`config.mk`:
```
export PLATFORM = sky130hd
export DESIGN_NAME = sorter_mode_and_debounce_control_top
export DESIGN_NICKNAME = d
export VERILOG_FILES = /design/src/hdl/sdc_pkg.sv /design/src/hdl/sdc_debounce.sv /design/src/hdl/sdc_core.sv /design/src/hdl/sorter_mode_and_debounce_control_top.sv
export SDC_FILE = /design/constraint.sdc
export NUM_CORES = 1
export LEC_CHECK = 0
export CAP_MARGIN = 20
export CORE_MARGIN = 2
export CORE_UTILIZATION = 50
export DETAILED_ROUTE_END_ITERATION = 16
export DONT_BUFFER_PORTS = 1
export PLACE_DENSITY = 0.7
export SLEW_MARGIN = 20
export SYNTH_ARGS = -nofsm -noshare
export SYNTH_HDL_FRONTEND = slang
export SYNTH_SLANG_ARGS = --single-unit
```
`constraint.sdc`:
```
create_clock -name aclk -period 5.05 [get_ports aclk]
set_input_delay 1.01 -clock aclk [delete_from_list [all_inputs] [get_ports aclk]]
set_output_delay 1.01 -clock aclk [all_outputs]
set_load 0.05 [all_outputs]
```
`src/hdl/sdc_pkg.sv`:
```
// ----------------------------------------------------------------------------
// sdc_pkg: shared types and constants for the sorter mode/debounce control
// Item and result records, key codes, register indexes and reset values.
// ----------------------------------------------------------------------------
`default_nettype none

package sdc_pkg;

    localparam int FUNC_W  = 3;
    localparam int NOW_W   = 32;
    localparam int CFG_W   = 16;
    localparam int TOTAL_W = 16;
    localparam int CFG_IDX_W = 1;

    typedef enum logic [FUNC_W-1:0] {
        FUNC_NONE   = 3'd0,
        FUNC_PASS   = 3'd1,
        FUNC_REJECT = 3'd2,
        FUNC_TOGGLE = 3'd3,
        FUNC_RESET  = 3'd4
    } sdc_func_t;

    localparam logic [CFG_IDX_W-1:0] CFG_DEBOUNCE = 1'd0;
    localparam logic [CFG_IDX_W-1:0] CFG_LOCKOUT  = 1'd1;

    localparam logic [CFG_W-1:0] DEBOUNCE_RESET = 16'd100;
    localparam logic [CFG_W-1:0] LOCKOUT_RESET  = 16'd2000;

    typedef struct packed {
        logic [FUNC_W-1:0] func;
        logic [NOW_W-1:0]  now_ms;
        logic              ball_present;
        logic              ball_is_blue;
        logic              mode_btn;
        logic              pass_btn;
        logic              fail_btn;
    } sdc_item_t;

    typedef struct packed {
        logic               mode_on;
        logic               pass_kick;
        logic               fail_kick;
        logic               pass_lamp;
        logic               fail_lamp;
        logic [TOTAL_W-1:0] pass_total;
        logic [TOTAL_W-1:0] fail_total;
    } sdc_result_t;

    typedef struct packed {
        logic auto_mode;
        logic sort_ready;
        logic lock_pending;
    } sdc_status_t;

endpackage

`default_nettype wire

```
`src/hdl/sdc_debounce.sv`:
```
// ----------------------------------------------------------------------------
// sdc_debounce: one switch debouncer
// Records the last time the switch was seen high and fires once after the
// quiet time has run out. Holds its state when the sample enable is low.
// ----------------------------------------------------------------------------
`default_nettype none

module sdc_debounce #(
    parameter int TIME_BITS = 32
) (
    input  wire logic                         aclk,
    input  wire logic                         aresetn,
    input  wire logic                         sample_en,
    input  wire logic                         level,
    input  wire logic [TIME_BITS-1:0]         now,
    input  wire logic [sdc_pkg::CFG_W-1:0]    debounce_ms,
    output logic                              fire
);
    import sdc_pkg::*;

    logic                 pending_reg, pending_next;
    logic [TIME_BITS-1:0] seen_reg, seen_next;
    logic                 pend_eff;
    logic [TIME_BITS-1:0] seen_eff;
    logic [TIME_BITS-1:0] diff;

    always_comb begin
        pend_eff = level | pending_reg;
        seen_eff = level ? now : seen_reg;
        // wrap-safe: expired once seen + debounce - now goes negative
        diff     = seen_eff + TIME_BITS'(debounce_ms) - now;
        fire     = sample_en & pend_eff & diff[TIME_BITS-1];
        pending_next = pending_reg;
        seen_next    = seen_reg;
        if (sample_en) begin
            pending_next = pend_eff & ~diff[TIME_BITS-1];
            seen_next    = seen_eff;
        end
    end

    always_ff @(posedge aclk) begin
        if (!aresetn) begin
            pending_reg <= 1'b0;
        end else begin
            pending_reg <= pending_next;
        end
    end

    always_ff @(posedge aclk) begin
        seen_reg <= seen_next;
    end

endmodule

`default_nettype wire

```
`src/hdl/sdc_core.sv`:
```
// ----------------------------------------------------------------------------
// sdc_core: control step logic
// Mode, lockout, switch debouncers, saturating totals and lamps. One step
// is taken in every cycle with step_en high.
// ----------------------------------------------------------------------------
`default_nettype none

module sdc_core #(
    parameter int COUNT_BITS = 16,
    parameter int TIME_BITS  = 32
) (
    input  wire logic                      aclk,
    input  wire logic                      aresetn,
    input  wire logic                      step_en,
    input  sdc_pkg::sdc_item_t             item,
    input  wire logic [sdc_pkg::CFG_W-1:0] debounce_ms,
    input  wire logic [sdc_pkg::CFG_W-1:0] lockout_ms,
    output sdc_pkg::sdc_result_t           result,
    output sdc_pkg::sdc_status_t           status
);
    import sdc_pkg::*;

    logic                  auto_reg, auto_next;
    logic                  ready_reg, ready_next;
    logic                  lock_pend_reg, lock_pend_next;
    logic [TIME_BITS-1:0]  lock_start_reg, lock_start_next;
    logic [COUNT_BITS-1:0] pass_cnt_reg, pass_cnt_next;
    logic [COUNT_BITS-1:0] fail_cnt_reg, fail_cnt_next;
    logic                  pass_lamp_reg, pass_lamp_next;
    logic                  fail_lamp_reg, fail_lamp_next;

    logic [TIME_BITS-1:0]  now;
    logic                  flip, pass_fire, fail_fire;
    logic                  arm, do_pass, do_fail, lock_pend_eff, lock_done;
    logic [TIME_BITS-1:0]  lock_start_eff, lock_diff;

    assign now = TIME_BITS'(item.now_ms);

    sdc_debounce #(.TIME_BITS(TIME_BITS)) u_mode_db (
        .aclk        (aclk),
        .aresetn     (aresetn),
        .sample_en   (step_en),
        .level       (item.mode_btn),
        .now         (now),
        .debounce_ms (debounce_ms),
        .fire        (flip)
    );

    // pass/fail buttons are ignored, and keep their state, in auto mode
    sdc_debounce #(.TIME_BITS(TIME_BITS)) u_pass_db (
        .aclk        (aclk),
        .aresetn     (aresetn),
        .sample_en   (step_en & ~auto_reg),
        .level       (item.pass_btn),
        .now         (now),
        .debounce_ms (debounce_ms),
        .fire        (pass_fire)
    );

    sdc_debounce #(.TIME_BITS(TIME_BITS)) u_fail_db (
        .aclk        (aclk),
        .aresetn     (aresetn),
        .sample_en   (step_en & ~auto_reg),
        .level       (item.fail_btn),
        .now         (now),
        .debounce_ms (debounce_ms),
        .fire        (fail_fire)
    );

    always_comb begin
        arm = auto_reg & item.ball_present & ready_reg;
        if (auto_reg) begin
            do_pass = arm & item.ball_is_blue;
            do_fail = arm & ~item.ball_is_blue;
        end else begin
            do_pass = (item.func == FUNC_PASS) | pass_fire;
            do_fail = (item.func == FUNC_REJECT) | fail_fire;
        end

        lock_pend_eff  = arm | lock_pend_reg;
        lock_start_eff = arm ? now : lock_start_reg;
        lock_diff      = lock_start_eff + TIME_BITS'(lockout_ms) - now;
        lock_done      = lock_pend_eff & lock_diff[TIME_BITS-1];

        lock_pend_next  = lock_pend_eff & ~lock_done;
        lock_start_next = lock_start_eff;
        ready_next      = lock_done | (ready_reg & ~arm);

        auto_next = auto_reg;
        if ((item.func == FUNC_TOGGLE) || flip) begin
            auto_next = ~auto_reg;
        end

        pass_cnt_next = pass_cnt_reg;
        fail_cnt_next = fail_cnt_reg;
        if (do_pass && (pass_cnt_reg != '1)) begin
            pass_cnt_next = pass_cnt_reg + 1'b1;
        end
        if (do_fail && (fail_cnt_reg != '1)) begin
            fail_cnt_next = fail_cnt_reg + 1'b1;
        end

        // a fail sort in the same step wins the lamps
        pass_lamp_next = pass_lamp_reg;
        fail_lamp_next = fail_lamp_reg;
        if (do_fail) begin
            pass_lamp_next = 1'b0;
            fail_lamp_next = 1'b1;
        end else if (do_pass) begin
            pass_lamp_next = 1'b1;
            fail_lamp_next = 1'b0;
        end

        // reset key: kicks of this step still count, then clear
        if (item.func == FUNC_RESET) begin
            auto_next     = 1'b0;
            pass_cnt_next = '0;
            fail_cnt_next = '0;
        end

        result.mode_on    = auto_next;
        result.pass_kick  = do_pass;
        result.fail_kick  = do_fail;
        result.pass_lamp  = pass_lamp_next;
        result.fail_lamp  = fail_lamp_next;
        result.pass_total = TOTAL_W'(pass_cnt_next);
        result.fail_total = TOTAL_W'(fail_cnt_next);

        status.auto_mode    = auto_reg;
        status.sort_ready   = ready_reg;
        status.lock_pending = lock_pend_reg;
    end

    always_ff @(posedge aclk) begin
        if (!aresetn) begin
            auto_reg      <= 1'b0;
            ready_reg     <= 1'b1;
            lock_pend_reg <= 1'b0;
            pass_cnt_reg  <= '0;
            fail_cnt_reg  <= '0;
            pass_lamp_reg <= 1'b0;
            fail_lamp_reg <= 1'b0;
        end else if (step_en) begin
            auto_reg      <= auto_next;
            ready_reg     <= ready_next;
            lock_pend_reg <= lock_pend_next;
            pass_cnt_reg  <= pass_cnt_next;
            fail_cnt_reg  <= fail_cnt_next;
            pass_lamp_reg <= pass_lamp_next;
            fail_lamp_reg <= fail_lamp_next;
        end
    end

    always_ff @(posedge aclk) begin
        if (step_en) begin
            lock_start_reg <= lock_start_next;
        end
    end

endmodule

`default_nettype wire

```
`src/hdl/sorter_mode_and_debounce_control_top.sv`:
```
// ----------------------------------------------------------------------------
// sorter_mode_and_debounce_control_top: ball sorter mode and debounce control
// Input request register, control step logic and result register.
// ----------------------------------------------------------------------------
//
//  channel  direction  handshake           payload
//  s_*      in         s_valid / s_ready   func, now_ms, ball and switch flags
//  m_*      out        m_valid / m_ready   mode, kicks, lamps, totals
//  cfg_*    in         cfg_we              cfg_idx, cfg_wdata (no read-back)
//
//  One request per cycle while the result side is not stalled; an accepted
//  request passes the input register, then the step logic into the result reg.
//  The step state updates as a request moves into the result register.
//  A stalled result holds; the input register still takes one more request.
//  Reset clears mode, lockout, totals, lamps and loads the default timings.
//
`default_nettype none

module sorter_mode_and_debounce_control_top #(
    parameter int COUNT_BITS = 16,
    parameter int TIME_BITS  = 32
) (
    input  wire logic                          aclk,
    input  wire logic                          aresetn,

    input  wire logic                          cfg_we,
    input  wire logic [sdc_pkg::CFG_IDX_W-1:0] cfg_idx,
    input  wire logic [sdc_pkg::CFG_W-1:0]     cfg_wdata,

    input  wire logic                          s_valid,
    output logic                               s_ready,
    input  wire logic [sdc_pkg::FUNC_W-1:0]    s_func,
    input  wire logic [sdc_pkg::NOW_W-1:0]     s_now_ms,
    input  wire logic                          s_ball_present,
    input  wire logic                          s_ball_is_blue,
    input  wire logic                          s_mode_switch,
    input  wire logic                          s_pass_switch,
    input  wire logic                          s_fail_switch,

    output logic                               m_valid,
    input  wire logic                          m_ready,
    output logic                               m_mode_on,
    output logic                               m_pass_kick,
    output logic                               m_fail_kick,
    output logic                               m_pass_lamp,
    output logic                               m_fail_lamp,
    output logic [sdc_pkg::TOTAL_W-1:0]        m_pass_total,
    output logic [sdc_pkg::TOTAL_W-1:0]        m_fail_total
);
    import sdc_pkg::*;

    logic [CFG_W-1:0] debounce_reg;
    logic [CFG_W-1:0] lockout_reg;

    logic        in_valid_reg, in_valid_next;
    sdc_item_t   item_reg;
    logic        out_valid_reg, out_valid_next;
    sdc_result_t res_reg;
    sdc_result_t step_res;
    sdc_status_t status;
    logic        advance;

    always_ff @(posedge aclk) begin
        if (!aresetn) begin
            debounce_reg <= DEBOUNCE_RESET;
            lockout_reg  <= LOCKOUT_RESET;
        end else if (cfg_we) begin
            unique case (cfg_idx)
                CFG_DEBOUNCE: debounce_reg <= cfg_wdata;
                CFG_LOCKOUT:  lockout_reg  <= cfg_wdata;
                default:      ;
            endcase
        end
    end

    // move the held request into the result register when it is free
    assign advance = in_valid_reg & (~out_valid_reg | m_ready);
    assign s_ready = ~in_valid_reg | advance;

    always_comb begin
        in_valid_next = in_valid_reg;
        if (s_valid && s_ready) begin
            in_valid_next = 1'b1;
        end else if (advance) begin
            in_valid_next = 1'b0;
        end

        out_valid_next = out_valid_reg;
        if (advance) begin
            out_valid_next = 1'b1;
        end else if (m_ready) begin
            out_valid_next = 1'b0;
        end
    end

    always_ff @(posedge aclk) begin
        if (!aresetn) begin
            in_valid_reg  <= 1'b0;
            out_valid_reg <= 1'b0;
        end else begin
            in_valid_reg  <= in_valid_next;
            out_valid_reg <= out_valid_next;
        end
    end

    always_ff @(posedge aclk) begin
        if (s_valid && s_ready) begin
            item_reg.func         <= s_func;
            item_reg.now_ms       <= s_now_ms;
            item_reg.ball_present <= s_ball_present;
            item_reg.ball_is_blue <= s_ball_is_blue;
            item_reg.mode_btn     <= s_mode_switch;
            item_reg.pass_btn     <= s_pass_switch;
            item_reg.fail_btn     <= s_fail_switch;
        end
        if (advance) begin
            res_reg <= step_res;
        end
    end

    sdc_core #(
        .COUNT_BITS (COUNT_BITS),
        .TIME_BITS  (TIME_BITS)
    ) u_core (
        .aclk        (aclk),
        .aresetn     (aresetn),
        .step_en     (advance),
        .item        (item_reg),
        .debounce_ms (debounce_reg),
        .lockout_ms  (lockout_reg),
        .result      (step_res),
        .status      (status)
    );

    assign m_valid      = out_valid_reg;
    assign m_mode_on    = res_reg.mode_on;
    assign m_pass_kick  = res_reg.pass_kick;
    assign m_fail_kick  = res_reg.fail_kick;
    assign m_pass_lamp  = res_reg.pass_lamp;
    assign m_fail_lamp  = res_reg.fail_lamp;
    assign m_pass_total = res_reg.pass_total;
    assign m_fail_total = res_reg.fail_total;

    a_step_fills_result: assert property (@(posedge aclk) disable iff (!aresetn)
        advance |=> m_valid)
        else $error("step taken but no result posted");

    a_held_request_stays: assert property (@(posedge aclk) disable iff (!aresetn)
        (in_valid_reg && !advance) |=> in_valid_reg)
        else $error("held request lost while result stalled");

    a_lockout_tracks_ready: assert property (@(posedge aclk) disable iff (!aresetn)
        !status.sort_ready |-> status.lock_pending)
        else $error("sorter blocked with no lockout running");

    a_one_lamp: assert property (@(posedge aclk) disable iff (!aresetn)
        m_valid |-> !(m_pass_lamp && m_fail_lamp))
        else $error("both lamps lit");

endmodule

`default_nettype wire

```
==> summary.txt, run 1 <==
Run status
  • Status: finished, final reports clean

Die
  • FP Rows: 67
  • Starting Density: 50.73%
  • Ports: 101
  • Chip width: 188.2 µm
  • Die area: 0.03543 mm²
  • Die Span Y: 188.2 µm
  • Core box area: 0.03345 mm²

Critical path
  • Buf+Inv Stages, Crit Path: 3
  • Worst Path Arrival: 4.77 ns
  • Critical path class: register to register
  • Slowest CP cell: a21oi_1
  • Worst path top cell family by delay: compound AO/OA/AOI/OAI gates
  • CP peak stage delay: 0.64 ns
  • CP Cell Sequence: buf_12 > mux2_2 > fa_1 > ha_1 > nand4_1 > a21oi_1 > o21ai_0 > o211ai_1 > and2_1 > a21oi_1 > and2_0 > inv_1 > a21oi_1 > inv_1
  • CP endpoint kind: register
  • CP Max Fanout: 35
  • CP most frequent cell: a21oi_1
  • Crit path launch type: register
  • Required time of the worst setup path: 5.36 ns

Finish
  • Register area: 0.007637 mm²
  • Most frequent cells in the layout: edfxtp_1, ha_1, inv_1
  • Multi-input gate area: 0.008478 mm²
  • Max FFs per register: 40
  • FILL cells: 2769
  • Most common cell after layout, fill and taps aside: edfxtp_1
  • Area grow syn2layout: 9.807%
  • Share of cells above drive strength 1: 11.10%
  • Nets@finish: 1832

Timing
  • Unrepaired setup endpoints after global routing: false
  • Setup TNS Final: 0 ns
  • Clk_skew: 0.02948 ns
  • Min Hold Slack: 0.4568 ns
  • Worst slew margin: 30.75%
  • Fmax: 224.2 MHz
  • Worst slew pin tran: 1.039 ns
  • Endpoints failing hold: 0
  • Final min period: 4.460 ns
  • Pins Over Slew Limit: 0
  • # setup viols final: 0
  • Final period utilization: 88.32%

Routing
  • Initial DRC count: 680
  • DRT Wirelength: 38550 µm
  • Antenna Violating Nets Remaining: 0
  • Detailed-route vias per instance: 5.665
  • Vias: 11324
  • WL/cell: 19.28 µm
  • DRT Pass-1 Iters: 5
  • DR DRC count: 0

GRT
  • Tot GR Track Use: 22.36%
  • Vias in the first global route: 11518
  • Antenna violations before repair: 1
  • Largest net degree at the start of global routing: 71
  • Total grt overflow: 0
  • First-pass GRT wire length: 62130 µm

Clocking
  • Number of H-tree levels: 2
  • CTS sink count: 279
  • Maximum clock path buffer count: 3
  • TritonCTS Buffers: 34
  • CTS root buf: clkbuf_16
  • CTS tree: done
  • Post-CTS setup buffers: 0
  • Post-cts sizing count: 0
  • Hold buffers post-CTS: 0
  • Worst-Skew Late Latency: 0.55 ns
  • CTS clk-pin slew, worst paths: 0.06 ns

Logic synthesis
  • Distinct cells, synth: 68
  • EDFF count, synth: 205
  • Share of the synthesized area in the top cell type: 36.28%
  • Synth area leaders: edfxtp_1, ha_1, dfxtp_1
  • Sequential-to-total area share from yosys stat: 45.01%
  • Fraction of registers with async set/reset: 0%
  • Ys Warns: 0
  • Syn Std Cell Area: 0.01697 mm²
  • Yosys reg bits: 279
  • Area leader, netlist: edfxtp_1
  • Top FF cell, synth: edfxtp_1
  • Syn nets: 1825
  • Cell count after synthesis: 1517
  • Avg Inst Size Synth: 11.19 µm²

Place
  • Hpwl dp: 27250 µm
  • I/O Buffers: 0
  • Placer Congestion: 0.8459

Power and ir drop
  • Static leakage: 7.904 nW
  • Power density over the cells: 328.1 mW/mm²
  • Worst IR Drop VDD: 302.5 µV

Min path
  • Hold WC Path Type: register to register

Job
  • Max Cap Viol: 0
[stage by stage]
stage	worst slack, ns	util [%]	total power [mW]	cells	instance area [µm²]
detailed placement	0.6196	52.38	3.754	1936	17520
global placement	0.7321	52.38	3.709	1936	17520
finish	0.5898	55.71	6.114	1999	18630
CTS	0.6273	55.67	6.171	1997	18620
global route	0.2911	55.69	6.420	1997	18630
floorplan	0.2678	-	3.471	1517	16970
[cells by family (layout without fill, tap and decap cells)]
| kind of cell | Yosys count | after routing | share of synthesized area [%] |
|---|---|---|---|
| compound gates | 265 | 265 | 9.888 |
| xor+xnor | 30 | 30 | 1.548 |
| fa+ha+maj | 246 | 246 | 20.79 |
| buf+inv | 226 | 258 | 5.161 |
| flops | 279 | 279 | 45.01 |
| mux | 111 | 111 | 7.071 |
| other cells | 0 | 2 | 0 |
| simple gates | 360 | 360 | 10.53 |
[tightest hold or removal path, cell delays in order, from the launching register on]
cell and delay (ns):
dfxtp_1 0.31, nand2_1 0.05, a21oi_1 0.05
[path summary, 6_finish.rpt]
kind	end	slack, ns	startpoint	depth (start not counted)
max	m_fail_lamp$_DFFE_PP_	0.59	item_reg[0]$_DFFE_PP_	14
min	debounce_reg[10]$_SDFFE_PN0P_	0.46	debounce_reg[10]$_SDFFE_PN0P_	2
max reg2reg	m_fail_lamp$_DFFE_PP_	0.59	item_reg[0]$_DFFE_PP_	14
min reg2reg	debounce_reg[10]$_SDFFE_PN0P_	0.46	debounce_reg[10]$_SDFFE_PN0P_	2
[layout make-up]
| cell class | count | area share, % |
|---|---|---|
| clock inverter | 10 | 0.5036 |
| tap | 448 | 3.008 |
| sequential | 279 | 40.99 |
| multi-input combinational | 1012 | 45.50 |
| inverter | 176 | 3.586 |
| clock buffer | 51 | 5.406 |
| timing repair buffer | 21 | 0.9804 |
| antenna | 2 | 0.02686 |
[synthesized netlist by cell type (4+ instances only)]
master	n
nand4_1	27
and3_1	19
edfxtp_1	205
nand3_1	26
nand2b_1	5
nor2_1	67
o211ai_1	13
xnor2_1	27
nor2b_1	5
buf_1	7
a21o_1	34
dfxtp_1	74
mux2i_1	40
or3_1	13
a21boi_0	5
ha_1	186
a41o_1	4
a21oi_1	98
o21ai_0	50
and2_1	9
nor3_2	5
a31o_2	6
a31oi_1	11
mux2_2	71
nand2_1	145
nand3b_1	6
o21a_1	5
nor3_1	9
a211oi_1	11
clkbuf_1	38
inv_1	175
fa_1	60
o31ai_1	4
[power by group]
part           switching (mW)  total (mW)  internal, mW
logic                   0.587       0.989         0.402
clock network           0.968        2.40          1.43
registers               0.125        2.72          2.60
total                    1.68        6.11          4.43
[metal layers]
layer / global-route usage (%) / routed length, µm / share of wire [%] / up-vias
li1: - / - / - / 5444
met1: 28.68 / 16760 / 43 / 5524
met2: 37.50 / 18300 / 47 / 297
met3: 5.550 / 2579 / 6.7 / 59
met4: 6.663 / 902 / 2.3 / 0
met5: 0 / 0 / 0 / -
(Power assumes the default switching activity.)
==> run 2, diff against run 1 <==
CTS_CLUSTER_SIZE = 28   (was default)
PLACE_DENSITY = 0.67   (was 0.7)
clock period = 4.6 ns   (was 5.05 ns; I/O delays follow)
==> summary.txt, run 2 (synthesized netlist as in run 1, its figures left out) <==
Run status
  • Status: finished, final reports clean

GRT
  • Vias in the first global route: 11690 (+1.5%)
  • Total grt overflow: 0 (unchanged)
  • Antenna violations before repair: 2 (+1)
  • Largest net degree at the start of global routing: 75 (+5.6%)
  • Tot GR Track Use: 22.34% (about the same)
  • First-pass GRT wire length: 62460 µm (+0.53%)

Routing
  • DRT Pass-1 Iters: 5 (unchanged)
  • WL met1: 17720 µm (+5.7%)
  • WL/cell: 19.35 µm (+0.35%)
  • DRT Wirelength: 38940 µm (+1.0%)
  • Vias: 11417 (+0.82%)
  • Antenna Violating Nets Remaining: 0 (unchanged)
  • Initial DRC count: 714 (+5.0%)
  • Met2 wire len: 18450 µm (+0.80%)
  • Met3 wire length: 1723 µm (-33%)
  • Top routing layer used: met4
  • Detailed-route vias per instance: 5.674 (+0.17%)
  • DR DRC count: 0 (unchanged)

Timing
  • Fmax: 233.1 MHz (+4.0%)
  • Setup TNS Final: 0 ns (unchanged)
  • Worst slew margin: 29.28% (-1.5 points)
  • Worst slew pin tran: 1.061 ns (+0.02204 ns)
  • Endpoints failing hold: 0 (unchanged)
  • Final period utilization: 93.27% (+5.0 points)
  • Unrepaired setup endpoints after global routing: false
  • Pins Over Slew Limit: 0 (unchanged)
  • Clk_skew: 0.02369 ns (-0.005788 ns)
  • # setup viols final: 0 (unchanged)
  • Final min period: 4.291 ns (-0.1696 ns)

Die
  • FP Rows: 67 (unchanged)
  • Die Span Y: 188.2 µm (unchanged)
  • Starting Density: 50.73% (unchanged)
  • Ports: 101 (unchanged)
  • Chip width: 188.2 µm (unchanged)
  • Core box area: 0.03345 mm² (unchanged)
  • Die area: 0.03543 mm² (unchanged)

Job
  • Max Cap Viol: 0 (unchanged)

Finish
  • Area grow syn2layout: 10.94%
  • Register area: 0.007637 mm² (unchanged)
  • Nets@finish: 1843 (+0.60%)
  • Most frequent cells in the layout: edfxtp_1, ha_1, inv_1
  • Share of cells above drive strength 1: 12.16% (+1.1 points)
  • FILL cells: 2849 (+2.9%)
  • Multi-input gate area: 0.008482 mm² (about the same)
  • Max FFs per register: 40 (unchanged)
  • Non-Filler Instances: 2012 (+0.65%)
  • Most common cell after layout, fill and taps aside: edfxtp_1

Place
  • Placer Congestion: 0.8372 (-1.0%)
  • Placed cell count: 1946 (+0.52%)
  • Hpwl dp: 27820 µm (+2.1%)
  • I/O Buffers: 0 (unchanged)

Clocking
  • Worst-Skew Late Latency: 0.53 ns (-0.02 ns)
  • CTS tree: done
  • Maximum clock path buffer count: 3 (unchanged)
  • CTS sink count: 279 (unchanged)
  • CTS clk-pin slew, worst paths: 0.06 ns (about the same)
  • CTS root buf: clkbuf_16
  • TritonCTS Buffers: 35 (+2.9%)
  • Number of H-tree levels: 2 (unchanged)
  • Post-CTS setup buffers: 0 (unchanged)

Power and ir drop
  • Worst IR Drop VDD: 275.9 µV (-8.8%)
  • Static leakage: 8.011 nW (+1.4%)
  • Power density over the cells: 366.8 mW/mm² (+12%)

Critical path
  • Critical path class: register to register
  • Required time of the worst setup path: 4.84 ns (-0.52 ns)
  • FF-to-FF Start: item_reg[13]$_DFFE_PP_
  • CP endpoint kind: register
  • CP Max Fanout: 9 (-74%)
  • Crit path launch type: register
  • Crit path launch: item_reg[13]$_DFFE_PP_
  • Worst Path Arrival: 4.53 ns (-0.24 ns)
  • Reg2reg end: m_fail_total[4]$_DFFE_PP_
  • Reg-to-reg setup timing slack: 0.31 ns (-0.28 ns)
  • R2r worst-path depth: 13 (-1)

Min path
  • Hold Startpoint: lockout_reg[12]$_SDFFE_PN0P_
  • Worst hold endpoint: lockout_reg[12]$_SDFFE_PN0P_
  • Hold Path Depth: 2 (unchanged)
  • Hold WC Path Type: register to register
## run 2: cell types whose count changed in the layout (fill, tap and decap cells not counted)
cell / before / now
buf_4: 19 / 27
clkbuf_1: 10 / 7
buf_12: 2 / 4
clkbuf_16: 36 / 38
clkinv_2: 4 / 6
a21oi_1: 98 / 97
a21oi_2: 0 / 1
bufinv_16: 1 / 2
clkbuf_8: 5 / 6
clkinv_1: 3 / 2
clkinv_8: 2 / 1
clkinvlp_4: 0 / 1
inv_6: 0 / 1
## run 2: cell type report
class	count	area share (%)
sequential	279	40.57
clock buffer	51	5.629
antenna	2	0.02659
multi-input combinational	1012	45.06
tap	448	2.978
inverter	176	3.549
clock inverter	13	0.6912
timing repair buffer	31	1.502
## run 2: per-stage QoR
| step | setup WS, ns | area (µm²) | utilization [%] | power (mW) | hold WS, ns |
|---|---|---|---|---|---|
| 2_1_floorplan | 0.4837 | 16980 | - | 3.810 | 0.4363 |
| 6_report | 0.3094 | 18830 | 56.28 | 6.905 | 0.4545 |
| 3_5_place_dp | 0.2883 | 17620 | 52.68 | 4.142 | 0.4473 |
| 5_1_grt | 0.1130 | 18830 | 56.28 | 7.238 | 0.4683 |
| 3_3_place_gp | 0.4195 | 17620 | 52.68 | 4.093 | 0.4444 |
| 4_1_cts | 0.2382 | 18810 | 56.24 | 6.973 | 0.4554 |
## run 2: routing by layer
layer / up-vias / track usage (%)
met4: 0 / 7.147
met3: 67 / 3.166
met5: - / 0
met1: 5601 / 30.16
li1: 5469 / -
met2: 280 / 37.30
## run 2: critical path: stages (launching register included)
cell and delay [ns]:
edfxtp_1 0.68, mux2i_1 0.21, fa_1 0.52, inv_1 0.04, ha_1 0.30, a21o_1 0.18
a21o_1 0.18, a21oi_1 0.20, o211ai_1 0.16, a211oi_1 0.30, a21oi_2 0.15, and2_0 0.32
o311ai_0 0.55, o41ai_1 0.20
## run 2: power breakdown
| group | internal [mW] | switching, mW |
|---|---|---|
| clock | 1.72 | 1.09 |
| combinational | 0.456 | 0.652 |
| sequential | 2.85 | 0.136 |
## run 2: worst max-delay path by stage
stage	to	cells past startpoint
floorplan	m_pass_total[10]$_DFFE_PP_	15
global placement	m_fail_lamp$_DFFE_PP_	14
detailed placement	m_fail_lamp$_DFFE_PP_	14
CTS	m_fail_lamp$_DFFE_PP_	14
global route	m_fail_total[15]$_DFFE_PP_	13
finish	m_fail_total[4]$_DFFE_PP_	13
## run 2: timing repair
action,4_1_cts,5_1_grt
endpoints found under the setup margin,0,3
gates resized for setup,0,1
hold buffers,0,0
